## config.mk

```make
export PLATFORM = sky130hd
export DESIGN_NAME = three_level_priority_queue
export DESIGN_NICKNAME = d
export VERILOG_FILES = /design/src/tlpq_pkg.sv /design/src/three_level_priority_queue.sv
export SDC_FILE = /design/constraint.sdc
export NUM_CORES = 1
export LEC_CHECK = 0
export BUFFER_PORTS_ARGS = -buffer_cell sky130_fd_sc_hd__buf_2
export CAP_MARGIN = 30
export CORE_MARGIN = 10
export CORE_UTILIZATION = 56
export DETAILED_ROUTE_END_ITERATION = 16
export PLACE_DENSITY_LB_ADDON = 0.25
export SLEW_MARGIN = 30
export SYNTH_ARGS = -nofsm -noshare
export SYNTH_HDL_FRONTEND = slang
export SYNTH_SLANG_ARGS = --single-unit
```

## constraint.sdc

```tcl
create_clock -name i_clk -period 6.35 [get_ports i_clk]
set_clock_uncertainty 0.05 [all_clocks]
set_input_delay 1.5875 -clock i_clk [delete_from_list [all_inputs] [get_ports i_clk]]
set_output_delay 1.5875 -clock i_clk [all_outputs]
set_load 0.02 [all_outputs]
```

## src/tlpq_pkg.sv

```systemverilog
// shared types and codes for the three-level priority queue
`default_nettype none

package tlpq_pkg;

    localparam int KIND_W    = 2;
    localparam int LVL_W     = 2;
    localparam int STATUS_W  = 2;
    localparam int PAYLOAD_W = 32;
    localparam int LEVELS    = 3;

    typedef enum logic [KIND_W-1:0] {
        KIND_PUT   = 2'd0,
        KIND_GET   = 2'd1,
        KIND_ACCEL = 2'd2,
        KIND_NOP   = 2'd3
    } t_kind;

    typedef enum logic [LVL_W-1:0] {
        LVL_LOW     = 2'd0,
        LVL_NORMAL  = 2'd1,
        LVL_HIGH    = 2'd2,
        LVL_INVALID = 2'd3
    } t_level;

    typedef enum logic [STATUS_W-1:0] {
        ST_OK     = 2'd0,
        ST_EMPTY  = 2'd1,
        ST_FULL   = 2'd2,
        ST_BADPRI = 2'd3
    } t_status;

endpackage

`default_nettype wire

```

## src/three_level_priority_queue.sv

```systemverilog
// three-level strict priority queue over a shared linked-list entry pool
`default_nettype none

// a request accepted at one clock edge shows its result, with o_valid high,
// during the following cycle; a new request is taken every cycle.
// o_busy stays low, so throughput is one request per cycle; the receiver cannot stall.
// the payload store is a memory with a registered read port.
// synchronous active-low reset empties all three levels and rebuilds the free chain at once.
module three_level_priority_queue #(
    parameter int CAPACITY   = 16,
    parameter int DATA_WIDTH = 32
) (
    input  wire logic                                i_clk,
    input  wire logic                                i_rst_n,
    input  wire logic                                i_start,
    output logic                                     o_busy,
    input  wire logic [tlpq_pkg::KIND_W-1:0]         i_kind,
    input  wire logic [tlpq_pkg::LVL_W-1:0]          i_priority_req,
    input  wire logic [tlpq_pkg::PAYLOAD_W-1:0]      i_payload_in,
    output logic                                     o_valid,
    output logic [tlpq_pkg::PAYLOAD_W-1:0]           o_payload_out,
    output logic [tlpq_pkg::LVL_W-1:0]               o_served_level,
    output logic [tlpq_pkg::STATUS_W-1:0]            o_status
);

    localparam int PTR_W = (CAPACITY > 1) ? $clog2(CAPACITY) : 1;
    localparam int CNT_W = $clog2(CAPACITY + 1);

    // pointer state
    logic [PTR_W-1:0] r_link [CAPACITY];
    logic [PTR_W-1:0] r_free_head, n_free_head;
    logic [CNT_W-1:0] r_free_count, n_free_count;
    logic [PTR_W-1:0] r_head  [tlpq_pkg::LEVELS];
    logic [PTR_W-1:0] n_head  [tlpq_pkg::LEVELS];
    logic [PTR_W-1:0] r_tail  [tlpq_pkg::LEVELS];
    logic [PTR_W-1:0] n_tail  [tlpq_pkg::LEVELS];
    logic [CNT_W-1:0] r_count [tlpq_pkg::LEVELS];
    logic [CNT_W-1:0] n_count [tlpq_pkg::LEVELS];

    // payload store
    logic [DATA_WIDTH-1:0] r_mem [CAPACITY];
    logic [DATA_WIDTH-1:0] r_mem_q;

    // result registers
    logic                        r_valid;
    logic                        r_got;
    tlpq_pkg::t_status           r_status, n_status;
    logic [tlpq_pkg::LVL_W-1:0]  r_level, n_level;

    tlpq_pkg::t_kind             kind;
    logic                        accept;
    logic [tlpq_pkg::LVL_W-1:0]  top_lvl;
    logic                        any_full;
    logic [PTR_W-1:0]            rd_ptr;
    logic [PTR_W-1:0]            link_q;
    logic                        put_ok;
    logic                        get_ok;
    logic                        link_we;
    logic [PTR_W-1:0]            link_waddr;
    logic [PTR_W-1:0]            link_wdata;

    assign kind   = tlpq_pkg::t_kind'(i_kind);
    assign accept = i_start && !o_busy;

    // highest non-empty level
    always_comb begin
        any_full = 1'b1;
        if (r_count[2] != '0) begin
            top_lvl = tlpq_pkg::LVL_HIGH;
        end else if (r_count[1] != '0) begin
            top_lvl = tlpq_pkg::LVL_NORMAL;
        end else begin
            top_lvl  = tlpq_pkg::LVL_LOW;
            any_full = (r_count[0] != '0);
        end
    end

    // one link read per request: the free head for a put, the served head for a get
    assign rd_ptr = (kind == tlpq_pkg::KIND_PUT) ? r_free_head : r_head[top_lvl];
    assign link_q = r_link[rd_ptr];

    always_comb begin
        n_free_head  = r_free_head;
        n_free_count = r_free_count;
        n_head       = r_head;
        n_tail       = r_tail;
        n_count      = r_count;
        n_status     = tlpq_pkg::ST_OK;
        n_level      = tlpq_pkg::LVL_LOW;
        put_ok       = 1'b0;
        get_ok       = 1'b0;
        link_we      = 1'b0;
        link_waddr   = r_free_head;
        link_wdata   = r_free_head;
        case (kind)
            tlpq_pkg::KIND_PUT: begin
                if (i_priority_req == tlpq_pkg::LVL_INVALID) begin
                    n_status = tlpq_pkg::ST_BADPRI;
                end else if (r_free_count == '0) begin
                    n_status = tlpq_pkg::ST_FULL;
                end else begin
                    put_ok       = 1'b1;
                    n_free_head  = link_q;
                    n_free_count = r_free_count - CNT_W'(1);
                    if (r_count[i_priority_req] == '0) begin
                        n_head[i_priority_req] = r_free_head;
                    end else begin
                        // append behind the current tail
                        link_we    = 1'b1;
                        link_waddr = r_tail[i_priority_req];
                        link_wdata = r_free_head;
                    end
                    n_tail[i_priority_req]  = r_free_head;
                    n_count[i_priority_req] = r_count[i_priority_req] + CNT_W'(1);
                end
            end
            tlpq_pkg::KIND_GET: begin
                if (!any_full) begin
                    n_status = tlpq_pkg::ST_EMPTY;
                end else begin
                    get_ok           = 1'b1;
                    n_level          = top_lvl;
                    n_count[top_lvl] = r_count[top_lvl] - CNT_W'(1);
                    if (r_count[top_lvl] == CNT_W'(1)) begin
                        n_head[top_lvl] = '0;
                        n_tail[top_lvl] = '0;
                    end else begin
                        n_head[top_lvl] = link_q;
                    end
                    // freed entry goes to the front of the free chain
                    link_we      = 1'b1;
                    link_waddr   = r_head[top_lvl];
                    link_wdata   = r_free_head;
                    n_free_head  = r_head[top_lvl];
                    n_free_count = r_free_count + CNT_W'(1);
                end
            end
            tlpq_pkg::KIND_ACCEL: begin
                if (r_count[0] != '0) begin
                    if (r_count[2] == '0) begin
                        n_head[2] = r_head[0];
                    end else begin
                        link_we    = 1'b1;
                        link_waddr = r_tail[2];
                        link_wdata = r_head[0];
                    end
                    n_tail[2]  = r_tail[0];
                    n_count[2] = r_count[2] + r_count[0];
                    n_count[0] = '0;
                    n_head[0]  = '0;
                    n_tail[0]  = '0;
                end
            end
            default: begin
            end
        endcase
    end

    always_ff @(posedge i_clk) begin
        if (!i_rst_n) begin
            for (int i = 0; i < CAPACITY; i++) begin
                r_link[i] <= (i == CAPACITY - 1) ? '0 : PTR_W'(i + 1);
            end
            r_free_head  <= '0;
            r_free_count <= CNT_W'(CAPACITY);
            for (int l = 0; l < tlpq_pkg::LEVELS; l++) begin
                r_head[l]  <= '0;
                r_tail[l]  <= '0;
                r_count[l] <= '0;
            end
            r_valid  <= 1'b0;
            r_got    <= 1'b0;
            r_status <= tlpq_pkg::ST_OK;
            r_level  <= '0;
        end else begin
            r_valid <= accept;
            if (accept) begin
                if (link_we) begin
                    r_link[link_waddr] <= link_wdata;
                end
                r_free_head  <= n_free_head;
                r_free_count <= n_free_count;
                r_head       <= n_head;
                r_tail       <= n_tail;
                r_count      <= n_count;
                r_got        <= get_ok;
                r_status     <= n_status;
                r_level      <= n_level;
            end
        end
    end

    // payload memory: one write port, one registered read port
    always_ff @(posedge i_clk) begin
        if (accept && put_ok) begin
            r_mem[r_free_head] <= DATA_WIDTH'(i_payload_in);
        end
        r_mem_q <= r_mem[r_head[top_lvl]];
    end

    assign o_busy         = 1'b0;
    assign o_valid        = r_valid;
    assign o_payload_out  = r_got ? tlpq_pkg::PAYLOAD_W'(r_mem_q) : '0;
    assign o_served_level = r_level;
    assign o_status       = r_status;

endmodule

`default_nettype wire
```

==> metrics.md, run 1 <==
| Metric | Value |
|---|---|
| Setup ws final | 1.15 ns |
| Setup repair bufs after CTS | 0 |
| Synth cell types | 79 |
| Synth Area in Simple Gates | 14.4% |
| Die Area | 59,900 sq um |
| Total GRT Usage | 23.5% |
| Clock transition at path regs | 0.06 ns |
| Kind of critical path | primary input to flip-flop |
| Largest family of logic cells by synthesized area | simple AND/OR/NAND/NOR gates |
| Yosys top cell by area | edfxtp_1 |
| Power share of the combinational group | 20.3% |
| Post-synthesis sequential area ratio | 67.2% |
| Switching pwr | 0.00329 W |
| Data required, critical path | 6.61 ns |
| Final std cell area, no fill | 31,900 sq um |
| Layout fillers | 3,777 |
| Clock Path Buffers | 3 |
| Status | finished, final reports clean |
| Worst-Margin Slew | 0.958 ns |
| Max-slew violations | 0 |
| Antenna Nets Post-Route | 0 |
| Latest clock arrival within the worst-skew pair | 0.61 ns |
| Compound-Gate Fraction of Synth Area | 11.2% |
| Slowest stage delay, CP | 0.70 ns |
| Power Dens Cells | 354 nW/um^2 |
| DR pass1 iterations | 8 |
| CTS resizes | 0 |
| Count leader, synth | edfxtp_1 |
| Worst-path fanout max | 19 |
| Primary FF master, synth | edfxtp_1 |
| Dpl cell area | 29,500 sq um |
| Crit path capture type | flip-flop |
| Vias | 19,242 |
| Flop pwr share | 43.8% |
| Root Driver | clkbuf_16 |
| Endpoints failing setup | 0 |
| Pin count of the biggest net entering global routing | 194 |
| Xor/xnor share of the synthesized area | 0.433% |
| Drt initial violations | 1,981 |
| Post-layout min period | 5.20 ns |
| Fin. Hold Viols | 0 |
| DPL Wire Length | 40.6 mm |
| Starting Density | 56.5% |
| GRT overflow | 0 |
| CP Launch Type | primary input |
| Synth warn | 0 |
| Post-Synth Adder-Cell Area | 0.805% |
| Rows | 82 |
| Via density | 6.23 |
| Routability Congestion | 0.933 |
| Hold Crit Class | flip-flop to flip-flop |
| Routed WL | 71.6 mm |
| DIE WIDTH | 245 microns |
| VDD IR-drop max | 0.000298 V |
| Max-Cap Viols | 0 |
| Sw Share | 29.2% |
| Cells along the critical path | buf_2, nor2b_1, nand2_1, o21ai_1, inv_1, ha_1, o211ai_1, o311ai_0, a311oi_1, o2111ai_1, a211oi_1, and3b_1, nand2b_1 |
| Slew headroom | 36.2% |
| Ys async rst share | 0% |
| Htree depth | 3 |
| Synth-to-layout area growth | 12.6% |
| Share of cells above drive strength 1 | 11.8% |
| CTS tree | done |
| Crit-path slowest cell | a211oi_1 |
| Core footprint | 50,100 sq um |
| Post-Syn Instances | 2,326 |
| Fin nets | 2,415 |
| DR DRC count | 0 |
| CTS Sinks | 662 |
| Clk network pwr share | 35.9% |
| Critical Path AT | 5.46 ns |
| Seq cells post-synth | 662 |
| Pre-CTS WS | 0.727 ns |
| Port bufs | 75 |
| Top post-synthesis cells by area | edfxtp_1 61%, nand2_1 6.2%, dfxtp_1 6.1% |
| Synthesized Nets | 2,382 |
| Syn Area/Cell | 12.2 sq um |
| Post-synth top cells | 576 x edfxtp_1, 468 x nand2_1, 121 x clkbuf_1, 115 x nor2_1, 104 x a21oi_1 |
| DR WL/cell | 23.2 microns |
| Total power | 0.0113 W |
| Initial antenna violation count | 3 |
| Post-synth top area share | 61.1% |
| Leak Pwr | 10.9 nW |
| Number of synthesized flops with an enable pin | 576 |
| Cts-stage hold buffer count | 0 |
| Final period utilization | 81.9% |
| Die Y | 245 microns |
| CTS Buf Count | 70 |
| Internal power | 0.00800 W |
| Core Util, Final | 63.7% |
| First-pass GRT wire length | 110 mm |
| Vias in the first global route | 18,706 |
| Ports | 77 |
| Fin Setup TNS | 0 ns |
| Mapped Area | 28,300 sq um |
| Multiplexer share of the synthesized area | 3.37% |
| Unrepaired setup endpoints after global routing | false |
| Fmax | 192 MHz |
-- state kept, by name, indices dropped and copies added, names as in the netlist --
name / cells
o_valid: 1
o_served_level: 2
o_status: 2
r_link: 64
r_tail: 12
r_free_head: 4
r_head: 12
r_mem: 512
r_got: 1
r_mem_q: 32
r_count: 15
r_free_count: 5
-- routing by layer --
| layer | vias to the layer above | GRT usage [%] | wire [microns] | share of wire (%) |
|---|---|---|---|---|
| li1 | 8751 | - | - | - |
| met3 | 171 | 4.39 | 5670 | 7.9 |
| met5 | - | 0 | 0 | 0 |
| met2 | 850 | 36.9 | 33600 | 47 |
| met1 | 9470 | 32.0 | 30000 | 42 |
| met4 | 0 | 9.13 | 2360 | 3.3 |
-- through the flow --
stage	instances	hold WS (ns)
4_1_cts	3087	0.408
5_1_grt	3088	0.452
2_1_floorplan	2326	0.382
6_report	3090	0.409
3_5_place_dp	2958	0.399
3_3_place_gp	2956	0.396
-- layout by cell type, fill, tap and decap left out, types with 7 or more instances in the layout --
master / n
a211oi_1: 81
mux2i_1: 80
nor2_4: 10
xnor2_1: 9
a21oi_1: 104
o221ai_1: 11
nand3_1: 83
inv_1: 22
ha_1: 15
nand2_1: 468
edfxtp_1: 576
clkinv_2: 14
a21o_1: 10
o22ai_1: 12
and2_1: 38
o21ai_0: 55
nor2_1: 105
clkbuf_16: 71
buf_4: 37
buf_2: 75
a22oi_1: 30
mux2_2: 8
and3_1: 102
a22o_1: 9
nand2b_1: 22
clkbuf_1: 15
nor3_2: 7
dfxtp_1: 86
a311oi_1: 33
a31oi_1: 47
nor3_1: 10
-- worst paths after layout --
| path | startpoint | to | slack [ns] | cells after the start |
|---|---|---|---|---|
| max reg2reg | r_count[2] | r_link[6][2] | 1.80 | 8 |
| max | i_priority_req[0] | r_link[6][2] | 1.15 | 13 |
| min reg2reg | r_tail[7] | r_tail[7] | 0.41 | 2 |
| min | r_tail[7] | r_tail[7] | 0.41 | 2 |
-- power by group through the flow --
stage          Combinational, W  Clock (W)  Sequential (W)
3_3_place_gp            0.00220          0         0.00504
4_1_cts                 0.00226    0.00411         0.00495
6_report                0.00229    0.00405         0.00495
3_5_place_dp            0.00224          0         0.00504
5_1_grt                 0.00250    0.00427         0.00496
2_1_floorplan           0.00161          0         0.00500
-- critical path, delay by kind of cell --
family | cells | cell delay (ns)
adders and majority gates | 1 | 0.22
buffers and inverters | 2 | 0.42
and+or+nand+nor | 4 | 0.98
AOI/OAI and AO/OA | 6 | 2.23
-- cell families after synthesis --
family | Yosys count
simple gates | 894
flops | 662
compound gates | 464
buf+inv | 181
mux | 93
fa+ha+maj | 17
xor+xnor | 14
other cells | 1
-- cell type report --
cell class / instances / area (sq um) / area share [%]
diodes: 2 / 5.00 / 0.0157
clock buffers: 92 / 1920 / 6.01
inverters: 23 / 86.3 / 0.271
repair buffers: 119 / 796 / 2.50
well taps: 672 / 841 / 2.64
multi-input cells: 1483 / 8820 / 27.7
clock inverters: 37 / 390 / 1.22
flip-flops and latches: 662 / 19000 / 59.7
No activity file was read; power rests on OpenSTA's default activity.
==> run 2, diff against run 1 <==
--- a/config.mk
+++ b/config.mk
@@ -5,6 +5,7 @@
 export SDC_FILE = /design/constraint.sdc
 export NUM_CORES = 1
 export LEC_CHECK = 0
+export ABC_AREA = 1
 export BUFFER_PORTS_ARGS = -buffer_cell sky130_fd_sc_hd__buf_2
 export CAP_MARGIN = 30
 export CORE_MARGIN = 10
==> constraint.sdc (replaced) <==
create_clock -name i_clk -period 4.3 [get_ports i_clk]
set_clock_uncertainty 0.05 [all_clocks]
set_input_delay 1.075 -clock i_clk [delete_from_list [all_inputs] [get_ports i_clk]]
set_output_delay 1.075 -clock i_clk [all_outputs]
set_load 0.02 [all_outputs]
==> metrics.md, run 2 <==
| Metric | Value |
|---|---|
| Status | finished, final reports clean |
| Unrepaired setup endpoints after global routing | false |
| Worst reg2reg path endpoint | r_head[5] |
| R2r startpoint | r_count[5] |
| Flop pwr share | 40.8% |
| Share of cells above drive strength 1 | 16.1% |
| GRT overflow | 0 |
| R2R setup slack | 0.98 ns |
| Synth Area in Simple Gates | 18.0% |
| Worst Reg2Reg Path Length in Cells | 14 |
| Rows | 82 |
| Yosys top cell by area | edfxtp_1 |
| Most common cell after layout, fill and taps aside | edfxtp_1 |
| CTS Buf Count | 68 |
| Slew headroom | 36.1% |
| Via density | 5.96 |
| DR DRC count | 0 |
| Htree depth | 3 |
| Multiplexer share of the synthesized area | 0.388% |
| Post-Syn Instances | 2,527 |
| Sw Share | 32.1% |
| Post-synth top area share | 61.0% |
| Largest family of logic cells by synthesized area | simple AND/OR/NAND/NOR gates |
| DPL Wire Length | 40.2 mm |
| Vias in the first global route | 19,083 |
| Power share of the combinational group | 26.2% |
| Largest register FFs | 512 |
| Syn Area/Cell | 11.2 sq um |
| Fin Setup TNS | 0 ns |
| Crit path capture type | flip-flop |
| Leak Pwr | 11.3 nW |
| Primary FF master, synth | edfxtp_1 |
| Seq cells post-synth | 662 |
| DIE WIDTH | 245 microns |
| Clock transition at path regs | 0.06 ns |
| Ys async rst share | 0% |
| First-pass GRT wire length | 112 mm |
| Switching pwr | 0.00578 W |
| Worst Hold Endpoint | r_tail[4] |
| Total GRT Usage | 23.8% |
| Ports | 77 |
| Number of synthesized flops with an enable pin | 576 |
| Worst-Margin Slew | 0.957 ns |
| Hold Crit Class | flip-flop to flip-flop |
| Drt initial violations | 2,065 |
| Hold path startpoint | r_tail[4] |
| Synth-to-layout area growth | 13.0% |
| Kind of critical path | primary input to flip-flop |
| Fmax | 298 MHz |
| Final period utilization | 78.2% |
| Starting Density | 56.6% |
| Pre-CTS WS | 0.356 ns |
| Max-Cap Viols | 0 |
| CTS resizes | 0 |
| Die Area | 60,000 sq um |
| Setup repair bufs after CTS | 0 |
| Max-slew violations | 0 |
| DR pass1 iterations | 5 |
| Worst hold slack | 0.427 ns |
| Critical Path AT | 3.62 ns |
| Initial antenna violation count | 4 |
| Endpoints failing setup | 0 |
| CTS tree | done |
| Die Y | 245 microns |
| Setup ws final | 0.939 ns |
| Post-synth top cells | 576 x edfxtp_1, 376 x nor2_1, 324 x nand3_1, 255 x nand2_1, 204 x o21ai_0 |
| Synth cell types | 53 |
| Internal power | 0.0122 W |
| Post-layout min period | 3.36 ns |
| Core footprint | 50,100 sq um |
| Compound-Gate Fraction of Synth Area | 9.83% |
| VDD IR-drop max | 0.000421 V |
| Routability Congestion | 0.921 |
| CP Launch Type | primary input |
| DR WL/cell | 21.8 microns |
| WHS Path Cells | 2 |
| Power Dens Cells | 562 nW/um^2 |
| Fin nets | 2,640 |
| Latest clock arrival within the worst-skew pair | 0.61 ns |
| Pin count of the biggest net entering global routing | 177 |
| Vias | 19,722 |
| Xor/xnor share of the synthesized area | 0.278% |
| Count leader, synth | edfxtp_1 |
| Fin. Hold Viols | 0 |
| Port bufs | 75 |
| Synth warn | 0 |
| Post-Synth Adder-Cell Area | 0.803% |
| Root Driver | clkbuf_16 |
| ANT cells | 0 |
| Top post-synthesis cells by area | edfxtp_1 61%, dfxtp_1 6.1%, nand3_1 5.7% |
| Worst-path fanout max | 12 |
| Data required, critical path | 4.56 ns |
| Cts-stage hold buffer count | 0 |
| Post-synthesis sequential area ratio | 67.1% |
| Most frequent cells in the layout | 576 x edfxtp_1, 360 x nor2_1, 322 x nand3_1 |
| Top Registers | r_mem (512), r_link (64), r_mem_q (32) |
| Mapped Area | 28,400 sq um |
| Clk network pwr share | 33.0% |
| CTS Sinks | 662 |
| Clock Path Buffers | 3 |
| Synthesized Nets | 2,583 |
| Routed WL | 72.1 mm |
| Antenna Nets Post-Route | 0 |
| Largest reg by FF count | r_mem |
==> run 2: changes by cell type in the layout (fill, tap and decap cells not counted), moves of 34 or more <==
| cell | change |
|---|---|
| a21oi_1 | -47 |
| nand2_1 | -213 |
| a31oi_1 | -34 |
| and2_1 | -38 |
| inv_1 | +79 |
| o21ai_0 | +149 |
| mux2i_1 | -69 |
| and3_1 | -102 |
| nor2_1 | +255 |
| or2_2 | +118 |
| o211ai_1 | +126 |
| a211oi_1 | -72 |
| nand3_1 | +239 |
==> run 2: layer usage <==
metal | global-route usage (%) | up-vias | wire (microns)
met2 | 38.6 | 820 | 35100
met4 | 8.82 | 6 | 2000
met5 | 0 | - | 43
met3 | 3.36 | 164 | 5260
li1 | - | 9135 | -
met1 | 32.3 | 9597 | 29800
==> run 2: final cells by class <==
cell class,count,area (sq um)
sequential,662,19000
fill,3854,18000
inverter,122,465
tap,672,841
multi-input combinational,1602,8460
clock inverter,24,273
timing repair buffer,128,993
clock buffer,100,1990
==> run 2: metrics by stage <==
stage | total power [W] | area (sq um) | util (%) | std cells
finish | 0.0180 | 32000 | 64.0 | 3310
floorplan | 0.0107 | 28400 | - | 2527
global route | 0.0189 | 32000 | 64.0 | 3310
detailed placement | 0.0122 | 29800 | 59.5 | 3186
CTS | 0.0181 | 32000 | 64.0 | 3310
global placement | 0.0120 | 29700 | 59.4 | 3185
==> run 2: worst max-delay path: stages <==
cell and delay [ns]:
buf_2 0.24, inv_1 0.09, nor2_2 0.13, inv_1 0.10, o21ai_0 0.23, inv_1 0.13
ha_1 0.25, nand3_4 0.14, inv_2 0.06, nor2_2 0.14, nor3_1 0.09, nor2_4 0.16
nand2_4 0.10, nor2_4 0.32, nand2_1 0.17, nand2_1 0.17
==> run 2: power groups by stage <==
| stage | Sequential [W] | Clock [W] | Combinational [W] |
|---|---|---|---|
| after floorplan | 0.00743 | 0 | 0.00331 |
| after CTS | 0.00735 | 0.00602 | 0.00470 |
| final | 0.00735 | 0.00594 | 0.00472 |
| after global placement | 0.00748 | 0 | 0.00454 |
| after detailed placement | 0.00748 | 0 | 0.00467 |
| after global routing | 0.00737 | 0.00628 | 0.00524 |
==> run 2: cell families after synthesis <==
kind of cell    after synthesis
compound gates              453
xor+xnor                      9
fa+ha+maj                    17
buf+inv                     263
flops                       662
mux                          11
other cells                   1
simple gates               1111
==> run 2: worst max-delay path by stage <==
stage / from / to / slack [ns] / cells past startpoint
2_1_floorplan: i_priority_req[1] / r_mem[10][0] / 0.49 / 8
3_3_place_gp: i_priority_req[1] / r_link[1][1] / 0.43 / 16
3_5_place_dp: i_priority_req[1] / r_link[1][3] / 0.36 / 16
4_1_cts: r_count[9] / r_head[7] / 0.97 / 14
5_1_grt: i_priority_req[1] / r_link[1][0] / 0.61 / 16
6_report: i_priority_req[1] / r_link[1][3] / 0.94 / 16
==> run 3, diff against run 2 <==
--- a/config.mk
+++ b/config.mk
@@ -9,7 +9,7 @@
 export BUFFER_PORTS_ARGS = -buffer_cell sky130_fd_sc_hd__buf_2
 export CAP_MARGIN = 30
 export CORE_MARGIN = 10
-export CORE_UTILIZATION = 56
+export CORE_UTILIZATION = 62
 export DETAILED_ROUTE_END_ITERATION = 16
 export PLACE_DENSITY_LB_ADDON = 0.25
 export SLEW_MARGIN = 30
==> constraint.sdc (replaced) <==
create_clock -name i_clk -period 3.1 [get_ports i_clk]
set_clock_uncertainty 0.05 [all_clocks]
set_input_delay 0.775 -clock i_clk [delete_from_list [all_inputs] [get_ports i_clk]]
set_output_delay 0.775 -clock i_clk [all_outputs]
set_load 0.02 [all_outputs]
==> metrics.md, run 3 (synthesis gave the netlist of run 2 again) <==
| Metric | Value |
|---|---|
| Status | finished, final reports clean |
| CP top delay family | simple AND/OR/NAND/NOR gates |
| Core Util, Final | 72.5% |
| R2R setup slack | 0.17 ns |
| Latest clock arrival within the worst-skew pair | 0.60 ns |
| Worst-Margin Slew | 0.740 ns |
| Leak Pwr | 11.8 nW |
| Drt initial violations | 2,440 |
| Total GRT Usage | 27.0% |
| DPL Wire Length | 44.1 mm |
| Die Y | 234 microns |
| Rows | 78 |
| VDD IR-drop max | 0.000654 V |
| Fmax | 341 MHz |
| Max-Cap Viols | 0 |
| Root Driver | clkbuf_16 |
| Initial antenna violation count | 3 |
| Critical Path AT | 3.40 ns |
| Data required, critical path | 3.57 ns |
| Unrepaired setup endpoints after global routing | false |
| Final period utilization | 94.6% |
| Post-layout min period | 2.93 ns |
| First-pass GRT wire length | 113 mm |
| Port bufs | 75 |
| Share of cells above drive strength 1 | 19.1% |
| Worst-path fanout max | 7 |
| Layout fillers | 3,012 |
| Cells along the critical path | inv_1, nand2_1, nor2_4, nand2_2, o22ai_1, a21oi_1, ha_1, inv_1, nor2_1, nand3_1, inv_1, nor2_1, nand3_1, nand2_1, nand2_1, a21oi_1 |
| Power Dens Cells | 763 nW/um^2 |
| Routability Congestion | 0.951 |
| Kind of critical path | flip-flop to flip-flop |
| Max-slew violations | 0 |
| Most common cell after layout, fill and taps aside | edfxtp_1 |
| FF+latch area | 19,000 sq um |
| Htree depth | 3 |
| Worst Hold Endpoint | o_valid |
| Core footprint | 45,300 sq um |
| Most frequent cells in the layout | 576 x edfxtp_1, 358 x nor2_1, 322 x nand3_1 |
| DR WL/cell | 22.1 microns |
| Multi-input logic area | 8470 sq um |
| CTS tree | done |
| Endpoints failing setup | 0 |
| Crit-path slowest cell | dfxtp_1 |
| R2r startpoint | r_count[0] |
| Routed WL | 73.8 mm |
| Hold path startpoint | i_rst_n |
| Synth-to-layout area growth | 15.8% |
| Vias in the first global route | 19,984 |
| GRT overflow | 0 |
| DR pass1 iterations | 5 |
| CTS Buf Count | 67 |
| Top Registers | r_mem (512), r_link (64), r_mem_q (32) |
| CTS Sinks | 662 |
| Starting Density | 62.6% |
| Fin nets | 2,740 |
| DIE WIDTH | 234 microns |
| Largest reg by FF count | r_mem |
| Cts-stage hold buffer count | 0 |
| CP Launch Type | flip-flop |
| Via density | 6.18 |
| Crit path capture type | flip-flop |
| Clock Path Buffers | 3 |
| Worst hold slack | 0.417 ns |
| Antenna Nets Post-Route | 0 |
| Hold Crit Class | primary input to flip-flop |
| DR DRC count | 0 |
| Slew headroom | 50.7% |
| Vias | 20,634 |
| Clock transition at path regs | 0.06 ns |
| Slowest stage delay, CP | 0.31 ns |
| Die Area | 54,700 sq um |
| Ports | 77 |
| Largest register FFs | 512 |
| Pin count of the biggest net entering global routing | 98 |
| Worst Reg2Reg Path Length in Cells | 16 |
| Fin. Hold Viols | 0 |
| Worst Path Buf+Inv | 3 |
| Worst reg2reg path endpoint | r_head[2] |
| WHS Path Cells | 3 |
-- run 3: cell types whose count changed in the layout (fill, tap and decap cells not counted), moves of 2 or more --
cell       delta
nor2_1        -2
nor2_2        +2
buf_12       +21
o21ai_0       -2
bufinv_16     -3
clkbuf_16     -2
buf_4        +81
-- run 3: worst max path at each step --
stage                            from       endpoint  slack, ns  cells after the start
floorplan           i_priority_req[1]   r_mem[10][0]      -0.41                      8
global placement    i_priority_req[1]   r_link[9][3]      -0.07                     16
detailed placement  i_priority_req[1]   r_link[9][2]      -0.16                     17
CTS                        r_count[0]  r_link[10][1]       0.15                     12
global route               r_count[5]   r_link[1][0]       0.02                     15
finish                     r_count[0]      r_head[2]       0.17                     16
-- run 3: where the power goes --
part	switching (W)	internal (W)	leakage [nW]
clock	0.00329	0.00452	1.04
combinational	0.00469	0.00238	4.93
sequential	0.000168	0.0100	5.86
total	0.00815	0.0169	11.8
-- run 3: timing repair --
item / 4_1_cts / 5_1_grt
endpoints found under the setup margin: 0 / 27
setup buffers: 0 / 2
resized for setup: 0 / 3
hold endpoints to repair: 0 / 0
-- run 3: tightest hold or removal path: stages --
cell and delay, ns:
buf_2 0.09, nand2_1 0.05, inv_1 0.09
-- run 3: metal layers --
layer | routed length [microns] | GRT usage, % | up-vias
met5 | 25 | 0 | -
met3 | 6140 | 4.48 | 199
met1 | 28400 | 35.2 | 10002
met2 | 36700 | 45.0 | 1089
met4 | 2450 | 10.3 | 4
li1 | - | - | 9340
-- run 3: area by class of cell --
| cell class | instances | area share (%) |
|---|---|---|
| well taps | 600 | 2.29 |
| clock buffers | 98 | 5.87 |
| multi-input cells | 1602 | 25.8 |
| flip-flops and latches | 662 | 57.9 |
| clock inverters | 25 | 0.663 |
| repair buffers | 229 | 6.07 |
| diodes | 1 | 0.00762 |
| inverters | 122 | 1.42 |
-- run 3: stage by stage --
step	setup TNS, ns	std cells	setup slack, ns	instance area, sq um	total power, W
detailed placement	-7.82	3213	-0.158	30700	0.0173
global route	0	3339	0.0198	32900	0.0262
CTS	0	3336	0.148	32800	0.0251
global placement	-2.06	3213	-0.0664	30700	0.0171
finish	0	3339	0.169	32900	0.0251
floorplan	-104.47	2527	-0.408	28400	0.0149
